[config.mk]
export PLATFORM = sky130hd
export DESIGN_NAME = wcfb_ctrl
export DESIGN_NICKNAME = d
export VERILOG_FILES = /design/src/design/wcfb_pkg.sv /design/src/design/wcfb_ctrl.sv
export SDC_FILE = /design/constraint.sdc
export NUM_CORES = 1
export LEC_CHECK = 0
export ABC_AREA = 1
export BUFFER_PORTS_ARGS = -buffer_cell sky130_fd_sc_hd__clkbuf_2
export CAP_MARGIN = 20
export CORE_AREA = 2 2 39 41
export DETAILED_ROUTE_END_ITERATION = 6
export DIE_AREA = 0 0 41 43
export PLACE_DENSITY = 0.4
export SYNTH_ARGS = -nofsm -noshare
export SYNTH_HDL_FRONTEND = slang
export SYNTH_SLANG_ARGS = --single-unit
[constraint.sdc]
create_clock -name clk -period 1.06 [get_ports clk]
set_input_delay 0.106 -clock clk [delete_from_list [all_inputs] [get_ports clk]]
set_output_delay 0.106 -clock clk [all_outputs]
set_load 0.1 [all_outputs]
[src/design/wcfb_pkg.sv]
`default_nettype none
// ----------------------------------------------------------------------------
// wcfb_pkg
// Shared types and constants for the windowed cursor frame buffer.
// ----------------------------------------------------------------------------
package wcfb_pkg;

    localparam int DEF_PANEL_COLUMNS = 128;
    localparam int DEF_PANEL_PAGES   = 8;
    localparam int ROWS_PER_PAGE     = 8;

    localparam int CFG_INDEX_W = 3;
    localparam int CFG_DATA_W  = 8;

    // register indexes
    localparam logic [CFG_INDEX_W-1:0] REG_WIN_X      = 3'd0;
    localparam logic [CFG_INDEX_W-1:0] REG_WIN_Y      = 3'd1;
    localparam logic [CFG_INDEX_W-1:0] REG_WIN_WIDTH  = 3'd2;
    localparam logic [CFG_INDEX_W-1:0] REG_WIN_HEIGHT = 3'd3;
    localparam logic [CFG_INDEX_W-1:0] REG_SCAN_MODE  = 3'd4;

    localparam logic [7:0] WIN_WIDTH_RST  = 8'd128;
    localparam logic [6:0] WIN_HEIGHT_RST = 7'd64;

    // request codes
    localparam logic [1:0] REQ_SET   = 2'd0;
    localparam logic [1:0] REQ_WRITE = 2'd1;
    localparam logic [1:0] REQ_READ  = 2'd2;

    // scan modes
    localparam logic [2:0] SCAN_XP_YP = 3'd0;
    localparam logic [2:0] SCAN_XM_YM = 3'd1;
    localparam logic [2:0] SCAN_XM_YP = 3'd2;
    localparam logic [2:0] SCAN_XP_YM = 3'd3;
    localparam logic [2:0] SCAN_XP    = 3'd4;
    localparam logic [2:0] SCAN_YP    = 3'd5;

    typedef struct packed {
        logic [1:0] req_type;
        logic [7:0] pos_x;
        logic [7:0] pos_y;
        logic       pixel_in;
    } req_t;

    typedef struct packed {
        logic       pixel_out;
        logic       written;
        logic [7:0] cur_x;
        logic [7:0] cur_y;
    } res_t;

    typedef struct packed {
        logic accept;
        logic lookup;
        logic commit;
        logic clear;
    } ctrl_cmd_t;

    typedef struct packed {
        logic clear_last;
    } ctrl_sts_t;

endpackage
`default_nettype wire

[src/design/wcfb_ctrl.sv]
`default_nettype none
// ----------------------------------------------------------------------------
// wcfb_ctrl
// Sequencer: clearing pass after reset, then lookup and commit per item.
// ----------------------------------------------------------------------------
module wcfb_ctrl
    import wcfb_pkg::*;
(
    input  wire logic      clk,
    input  wire logic      rst_n,
    input  wire logic      start,
    input  wire ctrl_sts_t sts,
    output ctrl_cmd_t      cmd,
    output logic           busy
);

    typedef enum logic [3:0] {
        ST_CLEAR  = 4'b0001,
        ST_IDLE   = 4'b0010,
        ST_LOOKUP = 4'b0100,
        ST_COMMIT = 4'b1000
    } state_t;

    state_t state_reg;
    state_t state_next;

    always_comb
    begin
        state_next = state_reg;
        unique case (state_reg)
            ST_CLEAR:
            begin
                if (sts.clear_last)
                begin
                    state_next = ST_IDLE;
                end
            end
            ST_IDLE:
            begin
                if (start)
                begin
                    state_next = ST_LOOKUP;
                end
            end
            ST_LOOKUP: state_next = ST_COMMIT;
            ST_COMMIT: state_next = ST_IDLE;
            default:   state_next = ST_CLEAR;
        endcase
    end

    always_ff @(posedge clk or negedge rst_n)
    begin
        if (!rst_n)
        begin
            state_reg <= ST_CLEAR;
        end
        else
        begin
            state_reg <= state_next;
        end
    end

    assign busy       = (state_reg != ST_IDLE);
    assign cmd.accept = (state_reg == ST_IDLE) && start;
    assign cmd.lookup = (state_reg == ST_LOOKUP);
    assign cmd.commit = (state_reg == ST_COMMIT);
    assign cmd.clear  = (state_reg == ST_CLEAR);

    a_commit_after_lookup: assert property (@(posedge clk) disable iff (!rst_n)
        cmd.lookup |=> cmd.commit)
        else $error("commit did not follow lookup");

    a_accept_only_idle: assert property (@(posedge clk) disable iff (!rst_n)
        cmd.accept |-> !busy)
        else $error("item accepted while busy");

    a_clear_ends_idle: assert property (@(posedge clk) disable iff (!rst_n)
        (cmd.clear && sts.clear_last) |=> !busy)
        else $error("clearing pass did not end in idle");

endmodule
`default_nettype wire

# Yosys cells after proc, flatten, opt, wreduce, memory -nomap -nowiden
# Cells that the tools add are included.
[totals]
register_bits = 4
word_cells = 13
[op_classes]
n_eq_ne = 7
muxes = 3
n_reduce_logical = 2
[op_table]
columns = ["operator", "count"]
rows = [
  ["$pmux W4 S4", 1],
  ["$mux W4", 2],
  ["$eq A4 B1 Y1 const B", 1],
  ["$eq A4 B2 Y1 const B", 1],
  ["$eq A4 B3 Y1 const B", 1],
  ["$eq A4 B4 Y1 const B", 1],
  ["$ne A2 B2 Y1 const B", 2],
  ["$ne A4 B2 Y1 const B", 1],
  ["$reduce_and A2 Y1", 1],
  ["$logic_and A1 B1 Y1", 1],
]

# Logic depth before layout (Yosys ltp)
# Gate-level depths: netlist of the first run.
[logic_depth]
depth_word = 3
mapped_depth = 7

# Worst setup path after synthesis of the first run
# OpenSTA, ideal clock, no wires.
[synth_timing]
path_kind = "reg2out"
startpoint = "register state_reg[3]"
endpoint = "output cmd[3] in the netlist's numbering"
arrival_ns = 2.169
required_ns = 0.954
setup_slack_ns = -1.215
path_stages_with_launch = 6
path_buffers = 0
path_cell_list = "dfrtp_1 > inv_1 > nand2_1 > nor2_2 > inv_2 > nor2_1"
[synth_lines]
columns = ["item", "line", "source"]
rows = [
  ["from (decl)", "wcfb_ctrl.sv:24", "state_t state_reg;"],
  ["from (signal assigned)", "wcfb_ctrl.sv:59", "state_reg <= state_next;"],
  ["to (decl)", "wcfb_ctrl.sv:13", "output ctrl_cmd_t cmd,"],
]

==> results of run 1 <==
==> cell usage after synthesis <==
library cell | count | area (sq um)
nand3_1 | 3 | 15.0
inv_2 | 3 | 11.3
nor2_1 | 10 | 37.5
inv_1 | 5 | 18.8
nor2_2 | 3 | 18.8
nand2_2 | 2 | 12.5
dfstp_2 | 1 | 26.3
dfrtp_1 | 3 | 75.1
nand2_1 | 10 | 37.5
==> metrics by stage <==
step / total power [mW] / instances / setup WS, ns / util
CTS: 1.85 / 81 / -0.289 / 0.431
floorplan: 1.04 / 40 / -0.356 / -
detailed placement: 1.46 / 73 / -0.0699 / 0.367
global route: 2.00 / 81 / -0.351 / 0.439
finish: 1.87 / 81 / -0.281 / 0.439
global placement: 1.46 / 73 / -0.0763 / 0.367
==> worst register-to-register path: stages (launching register included) <==
cell and delay, ns:
dfstp_2 0.54, inv_2 0.05, buf_6 0.12, nand2_8 0.08, nor2_4 0.05, buf_4 0.12, nor2_1 0.08, nand2_1 0.06
nand2_1 0.05
==> worst min path at each step <==
stage	start	endpoint	slack (ns)	cells past startpoint
after detailed placement	rst_n	state_reg[2]	-0.08	1
after floorplan	rst_n	state_reg[1]	-0.19	0
after global routing	sts	state_reg[0]	0.16	4
final	sts	state_reg[0]	0.12	4
after CTS	sts	state_reg[0]	0.11	4
after global placement	rst_n	state_reg[1]	-0.08	1
==> report_power, final <==
part           total (mW)  switching, mW  internal, mW
logic                1.40          0.826         0.574
registers           0.261         0.0446         0.216
clock network       0.208         0.0664         0.142
total                1.87          0.937         0.932
==> per-layer routing <==
| metal | up-vias | wire, um | global-route usage |
|---|---|---|---|
| met3 | 2 | 39 | 0.0524 |
| met5 | - | 0 | 0 |
| met1 | 131 | 254 | 0.131 |
| met2 | 9 | 366 | 0.144 |
| li1 | 167 | - | - |
| met4 | 0 | 12 | 0.0800 |
==> layout by cell type (no fill, tap or decap), drive strengths merged <==
| master | instances |
|---|---|
| buf | 17 |
| clkbuf | 7 |
| dfrtp | 3 |
| dfstp | 1 |
| dlygate4sd3 | 1 |
| inv | 8 |
| nand2 | 12 |
| nand3 | 3 |
| nor2 | 13 |
==> cell type report <==
| class | count | area (sq um) | share of cell area |
|---|---|---|---|
| well taps | 16 | 20.0 | 0.0330 |
| multi-input cells | 28 | 203 | 0.334 |
| inverters | 8 | 37.5 | 0.0619 |
| clock buffers | 4 | 26.3 | 0.0433 |
| repair buffers | 21 | 219 | 0.361 |
| flip-flops and latches | 4 | 101 | 0.167 |
==> kinds of logic after synthesis <==
family	Yosys count
AND/OR/NAND/NOR	28
flip-flops	4
buffers and inverters	8
==> repair_timing <==
item | CTS | global route
setup endpoints to repair | 7 | 7
resized for setup | 7 | 3
pin swaps | 4 | 4
hold buffers | 1 | 0
endpoints found under the hold margin | 4 | 0
buffers inserted | 3 | 1
==> results.md, run 1 <==
• kind of cell adding the most delay to the critical path: flip-flops
• multiplexer share of the synthesized area: 0
• violated checks: setup timing
• count of standard-cell rows: 14
• Total Routed Length: 672 um
• clock tree sinks: 4
• Area growth syn-to-layout: 140%
• synthesized-area fraction occupied by adder cells: 0
• endpoint of the lowest-slack register-to-register path: state_reg[0]
• WL per Instance: 8.30 um
• CTS Buf Count: 3
• clock latency at the later pin of the worst-skew pair: 0.24 ns
• worst-case clock skew: 0.00766 ns
• CP Data Required Time: 0.95 ns
• stage delay of the slowest cell on the critical path: 0.37 ns
• simple-gate portion of the synthesized area: 0.480
• number of nets with antenna violations after routing: 0
• Clk pin slew, worst setup/hold paths: 0.04 ns
• total stage count of the critical path: 6
• post-route worst setup slack: -0.281 ns
• critical path class: register to primary output
• result of the run: finished, violations left
• CP max stage cell: dfstp_2
• transition time at the pin with the least slew margin: 0.209 ns
• detailed-placement wirelength estimate: 527 um
• total count of max-transition violations in the final report: 0
• RSZ-0062 raised after global routing: yes
• global-route wire length before repair: 1.22 mm
• ratio of final minimum period to clock period: 1.26
• area of the core: 1380 sq um
• Pre-antenna DRT Iters: 1
• TritonCTS clock tree: done
• maximum number of pins on one net before global-route repair: 5
• RD Place Congestion: 0.758
• number of levels the H-tree was split into: 1
• count of inserted antenna diode cells: 0
• starting density of the core: 0.183
• Worst setup endpoint: cmd[3]
• number of global-route vias before repair: 309
• worst path bufs/invs: 3
• Final nets: 70
• total track usage: 0.109
• post-detailed-placement cell area: 508 sq um
• Largest register FFs: 4
• Hold WC Path Type: primary input to register
• clock tree root driver cell: clkbuf_4
• final sum of negative setup slack: -1.50 ns
• Worst R2R Setup Slack: -0.14 ns
• synthesized area per cell: 6.32 sq um
• largest fanout of any net on the critical path: 3
• number of instances in the synthesized netlist: 40
• count of endpoints failing hold in the final timing report: 0
• Total Die Area: 1760 sq um
• # Max-Cap Violations: 0
• leak pwr: 0.290 nW
• DR DRC count: 0
• power density of the placed cells: 3080 nW/um^2
• hold_ws: 0.122 ns
• most frequent CP cell: nor2_4
• worst-path cell chain: inv_2, nand2_2, nor2_4, inv_8, nor2_4, buf_12
• summed area of non-filler cells in the final layout: 607 sq um
• post-synthesis compound-gate area fraction: 0
• share of the synthesized netlist area taken by xor and xnor gates: 0
• flops & latches, synth: 4
• sequential element share of the synthesized area: 0.401
• number of buffer cells added on primary ports: 8
• Setup violations, final: 7
• number of warnings reported in the yosys synthesis log: 0
• main combinational cell family by area after synthesis: simple AND/OR/NAND/NOR gates
• worst vdd ir: 1.81 mV
• critical path arrival: 1.23 ns
• synthesized area: 253 sq um
• routed vias: 309
• starting DRC count in detailed routing: 0
• CP Capture Type: primary output
• synth unique cells: 9
• Worst Setup SP: state_reg[0]
• GRT Residual Overflow: 0
• Max Clk Rate: 0.746 GHz
• detailed-route vias per instance: 3.81
• headroom to the max-slew limit: 0.860
• layout filler cell count: 146
• worst reg2reg path depth: 8
• Synth Net Count: 44
• maximum buffer depth of the clock tree: 2
• number of primary I/O pins: 9
• height of the chip: 43 um
• share of post-route cells with drive strength above 1: 0.692
• startpoint of the most critical register-to-register path: state_reg[0]
• min Tclk post-route: 1.34 ns
• crit path launch type: register
• number of antenna violations at the first check in global routing: 0
• x dimension of the die: 41 um
Note: power is estimated with default switching activity, not from simulation.
==> run 2, diff against run 1 <==
--- a/constraint.sdc
+++ b/constraint.sdc
@@ -3,2 +3,2 @@
 set_output_delay 0.106 -clock clk [all_outputs]
-set_load 0.1 [all_outputs]
+set_load 0.02 [all_outputs]
==> results.md, run 2 (synthesized netlist as in run 1, its figures left out) <==
• result of the run: finished, violations left
• violated checks: setup timing
• count of endpoints failing hold in the final timing report: 0, unchanged
• transition time at the pin with the least slew margin: 0.196 ns, -0.0128 ns
• clock latency at the later pin of the worst-skew pair: 0.23 ns, about the same
• kind of cell adding the most delay to the critical path: flip-flops
• Largest register FFs: 4, unchanged
• number of buffer cells added on primary ports: 8, unchanged
• critical path class: register to primary output
• total stage count of the critical path: 6, unchanged
• x dimension of the die: 41 um, unchanged
• count of standard-cell rows: 14, unchanged
• power density of the placed cells: 2440 nW/um^2, -21%
• total design power: 1.10 mW, -41%
• layout filler cell count: 163, +12%
• area of the multi-input gates: 141 sq um, -30%
• number of levels the H-tree was split into: 1, unchanged
• stage delay of the slowest cell on the critical path: 0.56 ns, +0.19 ns
• Post-Place Worst Slack: -0.00623 ns, +0.0637 ns
• starting density of the core: 0.183, unchanged
• number of primary I/O pins: 9, unchanged
• DR DRC count: 0, unchanged
• clock tree sinks: 4, unchanged
• FF/Latch Area: 103 sq um, +1.2%
• share of post-route cells with drive strength above 1: 0.600, -0.0923
• RD Place Congestion: 0.606, -20%
• Area growth syn-to-layout: 78.7%
• worst-path cell chain: inv_2, nand2_2, nor2_2, inv_2, nor2_2, clkbuf_8
• CP max stage cell: dfstp_2
• number of nets with antenna violations after routing: 0, unchanged
• leak pwr: 0.239 nW, -18%
• WL per Instance: 7.51 um, -9.4%
• worst-case clock skew: 0.00723 ns, -0.000432 ns
• post-route worst setup slack: -0.234 ns, +0.0469 ns
• total track usage: 0.0869, -0.0221
• clock tree root driver cell: clkbuf_4
• maximum number of pins on one net before global-route repair: 5, unchanged
• GRT Residual Overflow: 0, unchanged
• detailed-route vias per instance: 3.72, -2.4%
• largest fanout of any net on the critical path: 4, +1
• RSZ-0062 raised after global routing: yes
• Setup violations, final: 7, unchanged
• area of the core: 1380 sq um, unchanged
• leading cell type in the layout, fill and taps excluded: buf_4
• CTS Buf Count: 3, unchanged
• ratio of final minimum period to clock period: 1.22, -0.0442
• detailed-placement wirelength estimate: 442 um, -16%
• Clk pin slew, worst setup/hold paths: 0.03 ns, about the same
• count of inserted antenna diode cells: 0, unchanged
• starting DRC count in detailed routing: 2, +2
• worst reg2reg path depth: 6, -2
• Total Routed Length: 571 um, -15%
• total count of max-transition violations in the final report: 0, unchanged
• crit path launch type: register
• global-route wire length before repair: 945 um, -23%
• routed vias: 283, -8.4%
• Max Clk Rate: 0.773 GHz, +3.6%
• min Tclk post-route: 1.29 ns, -0.0469 ns
• cell count of the worst hold path: 4, unchanged
• maximum buffer depth of the clock tree: 2, unchanged
• # Max-Cap Violations: 0, unchanged
• Final nets: 65, -7.1%
• Total Die Area: 1760 sq um, unchanged
• CP Capture Type: primary output
• hold_ws: 0.128 ns, +0.00643 ns
• number of antenna violations at the first check in global routing: 0, unchanged
• number of global-route vias before repair: 257, -17%
• worst path bufs/invs: 3, unchanged
• Pre-antenna DRT Iters: 4, +3
• TritonCTS clock tree: done
• CP Data Required Time: 0.95 ns, about the same
• critical path arrival: 1.19 ns, -0.04 ns
• worst vdd ir: 0.768 mV, -58%
• height of the chip: 43 um, unchanged
• Hold WC Path Type: primary input to register
• final sum of negative setup slack: -1.14 ns, +0.362 ns
• headroom to the max-slew limit: 0.869, +0.00818
• leading cell types in the layout, fill and taps excluded: buf_4, nand2_1, nor2_1
## run 2: changes by cell type in the layout (fill, tap and decap cells not counted), moves of 2 or more
cell / before / now
buf_12: 5 / 0
buf_4: 11 / 8
clkbuf_8: 0 / 2
nand2_1: 5 / 7
nand3_1: 1 / 3
nand3_2: 2 / 0
nor2_2: 1 / 5
nor2_4: 6 / 1
## run 2: cell type report
type / instances / area share
clock buffer: 4 / 0.0582
inverter: 8 / 0.0665
multi-input combinational: 28 / 0.313
sequential: 4 / 0.227
tap: 16 / 0.0443
timing repair buffer: 16 / 0.291
## run 2: repair_timing
action	in CTS	in global routing
pin swaps	5	3
endpoints found under the setup margin	6	7
resized for setup	11	8
setup buffers	4	1
hold endpoints to repair	4	0
hold buffers	1	0
## run 2: layer usage
metal  up-vias  share of wire  track usage  routed length, um
met1       122           0.46        0.105                262
met3         0          0.056       0.0314                 32
li1        154              -            -                  -
met4         0              0        0.100                  0
met2         7           0.49        0.103                277
met5         -              0            0                  0
## run 2: stage by stage
step / cell area (sq um) / std cells / utilization
after floorplan: 255 / 40 / -
after global routing: 452 / 76 / 0.326
final: 452 / 76 / 0.326
after global placement: 330 / 66 / 0.239
after detailed placement: 330 / 66 / 0.239
after CTS: 427 / 75 / 0.308
## run 2: tightest hold or removal path, stage by stage
cell and delay (ns):
clkbuf_2 0.07, inv_1 0.03, nand3_1 0.07, nand2_1 0.06
## run 2: path summary, 6_finish.rpt
path                              start            to  slack (ns)
setup / recovery           state_reg[0]        cmd[3]       -0.23
hold / removal                      sts  state_reg[0]        0.13
setup reg to reg           state_reg[0]  state_reg[1]       -0.11
hold reg to reg            state_reg[1]  state_reg[0]        0.62
max in group asynchronous         rst_n  state_reg[0]        0.63
min in group asynchronous         rst_n  state_reg[2]        0.22
## run 2: report_power, final
part	internal (mW)	total (mW)	leakage, nW	switching (mW)
logic	0.277	0.620	0.174	0.343
registers	0.220	0.279	0.0495	0.0585
clock network	0.141	0.203	0.0150	0.0614
==> run 3, diff against run 2 <==
Settings changed: SKIP_LAST_GASP from default to 1.
==> results.md, run 3 (synthesized netlist as in run 1, its figures left out) <==
• total track usage: 0.0869, unchanged
• Setup violations, final: 7, unchanged
• Max Clk Rate: 0.769 GHz, -0.55%
• RSZ-0062 raised after global routing: yes
• clock tree sinks: 4, unchanged
• Clk pin slew, worst setup/hold paths: 0.04 ns, about the same
• detailed-placement wirelength estimate: 442 um, unchanged
• kind of cell adding the most delay to the critical path: flip-flops
• starting DRC count in detailed routing: 2, unchanged
• count of inserted antenna diode cells: 0, unchanged
• cell count of the worst hold path: 3, -1
• area of the core: 1380 sq um, unchanged
• critical path class: register to primary output
• Worst R2R Setup Slack: -0.12 ns, about the same
• CP Data Required Time: 0.95 ns, about the same
• largest fanout of any net on the critical path: 4, unchanged
• leading cell type in the layout, fill and taps excluded: buf_4
• number of antenna violations at the first check in global routing: 0, unchanged
• CP max stage cell: dfstp_2
• number of levels the H-tree was split into: 1, unchanged
• Post-Place Worst Slack: -0.00623 ns, unchanged
• post-route worst setup slack: -0.241 ns, -0.00710 ns
• worst path bufs/invs: 3, unchanged
• TritonCTS clock tree: done
• terminating pin of the worst hold path: state_reg[2]
• violated checks: setup timing
• GRT Residual Overflow: 0, unchanged
• leading cell types in the layout, fill and taps excluded: buf_4, nor2_1, inv_2, nand2_2, nand2_1
• maximum buffer depth of the clock tree: 2, unchanged
• ratio of final minimum period to clock period: 1.23, +0.00669
• clock latency at the later pin of the worst-skew pair: 0.23 ns, about the same
• count of standard-cell rows: 14, unchanged
• clock tree root driver cell: clkbuf_4
• worst vdd ir: 0.754 mV, -1.8%
• global-route wire length before repair: 945 um, unchanged
• WL per Instance: 7.81 um, +3.9%
• crit path launch type: register
• RD Place Congestion: 0.606, unchanged
• Worst Setup SP: state_reg[0]
• Pre-antenna DRT Iters: 2, -2
• CTS Buf Count: 3, unchanged
• Area growth syn-to-layout: 88.1%
• detailed-route vias per instance: 3.73, about the same
• DR DRC count: 0, unchanged
• result of the run: finished, violations left
• power density of the placed cells: 2530 nW/um^2, +3.8%
• Total Routed Length: 601 um, +5.3%
• # Max-Cap Violations: 0, unchanged
• critical path arrival: 1.19 ns, about the same
• transition time at the pin with the least slew margin: 0.195 ns, -0.00162 ns
• endpoint of the lowest-slack register-to-register path: state_reg[0]
• Total Die Area: 1760 sq um, unchanged
• worst-path cell chain: inv_2, nand2_2, nor2_2, inv_2, nor2_2, clkbuf_8
• total design power: 1.20 mW, +9.2%
• maximum number of pins on one net before global-route repair: 5, unchanged
• leak pwr: 0.247 nW, +3.4%
• share of post-route cells with drive strength above 1: 0.656, +0.0557
• startpoint of the most critical register-to-register path: state_reg[0]
• utilization of the core after routing: 0.344, +0.0172
• Final nets: 66, +1.5%
• min Tclk post-route: 1.30 ns, +0.00709 ns
• starting density of the core: 0.183, unchanged
• number of global-route vias before repair: 258, +0.39%
• headroom to the max-slew limit: 0.870, +0.00108
• routed vias: 287, +1.4%
• Hold WC Path Type: primary input to register
• worst reg2reg path depth: 7, +1
• number of primary I/O pins: 9, unchanged
• layout filler cell count: 161, -1.2%
• worst-case clock skew: 0.00723 ns, -0.0000000200 ns
• height of the chip: 43 um, unchanged
• total count of max-transition violations in the final report: 0, unchanged
• hold path startpoint: start
• number of nets with antenna violations after routing: 0, unchanged
• Largest register FFs: 4, unchanged
• CP Capture Type: primary output
• x dimension of the die: 41 um, unchanged
• number of buffer cells added on primary ports: 8, unchanged
• hold_ws: 0.139 ns, +0.0111 ns
• stage delay of the slowest cell on the critical path: 0.56 ns, about the same
• count of endpoints failing hold in the final timing report: 0, unchanged
run 3: worst max path at each step:
stage | end | slack (ns) | cells past startpoint
3_5_place_dp | cmd[3] | -0.006 | 6
5_1_grt | cmd[3] | -0.30 | 6
6_report | cmd[3] | -0.24 | 6
3_3_place_gp | cmd[3] | -0.01 | 6
2_1_floorplan | cmd[3] | 0.04 | 5
4_1_cts | cmd[3] | -0.24 | 6
run 3: layer usage:
layer  vias up  part of all wire  track usage
met4         0                 0        0.100
li1        157                 -            -
met3         0             0.053       0.0314
met1       123              0.45        0.105
met2         7              0.50        0.103
met5         -                 0            0
run 3: layout make-up:
class / count / area (sq um) / share of cell area
inverter: 8 / 30.0 / 0.0632
multi-input combinational: 28 / 154 / 0.324
clock buffer: 4 / 26.3 / 0.0553
sequential: 4 / 103 / 0.216
timing repair buffer: 17 / 143 / 0.300
tap: 16 / 20.0 / 0.0421
run 3: repair_timing:
action                                 4_1_cts  5_1_grt
setup endpoints to repair                    6        7
gates resized for setup                     11       13
buffers inserted                             4        2
hold buffers                                 1        0
pin swaps                                    5        5
endpoints found under the hold margin        4        0
run 3: power breakdown:
part           switching [mW]  internal [mW]  total, mW
Sequential             0.0648          0.220      0.285
Clock                  0.0614          0.141      0.203
Combinational           0.379          0.335      0.715
run 3: worst register-to-register path, cell delays in order, from the launching register on:
cell	delay, ns
dfstp_2	0.56
inv_2	0.06
nand2_2	0.09
nor2_2	0.06
buf_4	0.12
nor2_1	0.12
nand2_2	0.06
nand2_1	0.06
run 3: per-stage QoR:
stage               instances  area, sq um  TNS [ns]
finish                     77          475     -1.18
detailed placement         66          330  -0.00623
floorplan                  40          255         0
CTS                        75          427     -1.20
global placement           66          330   -0.0226
global route               77          475     -1.65
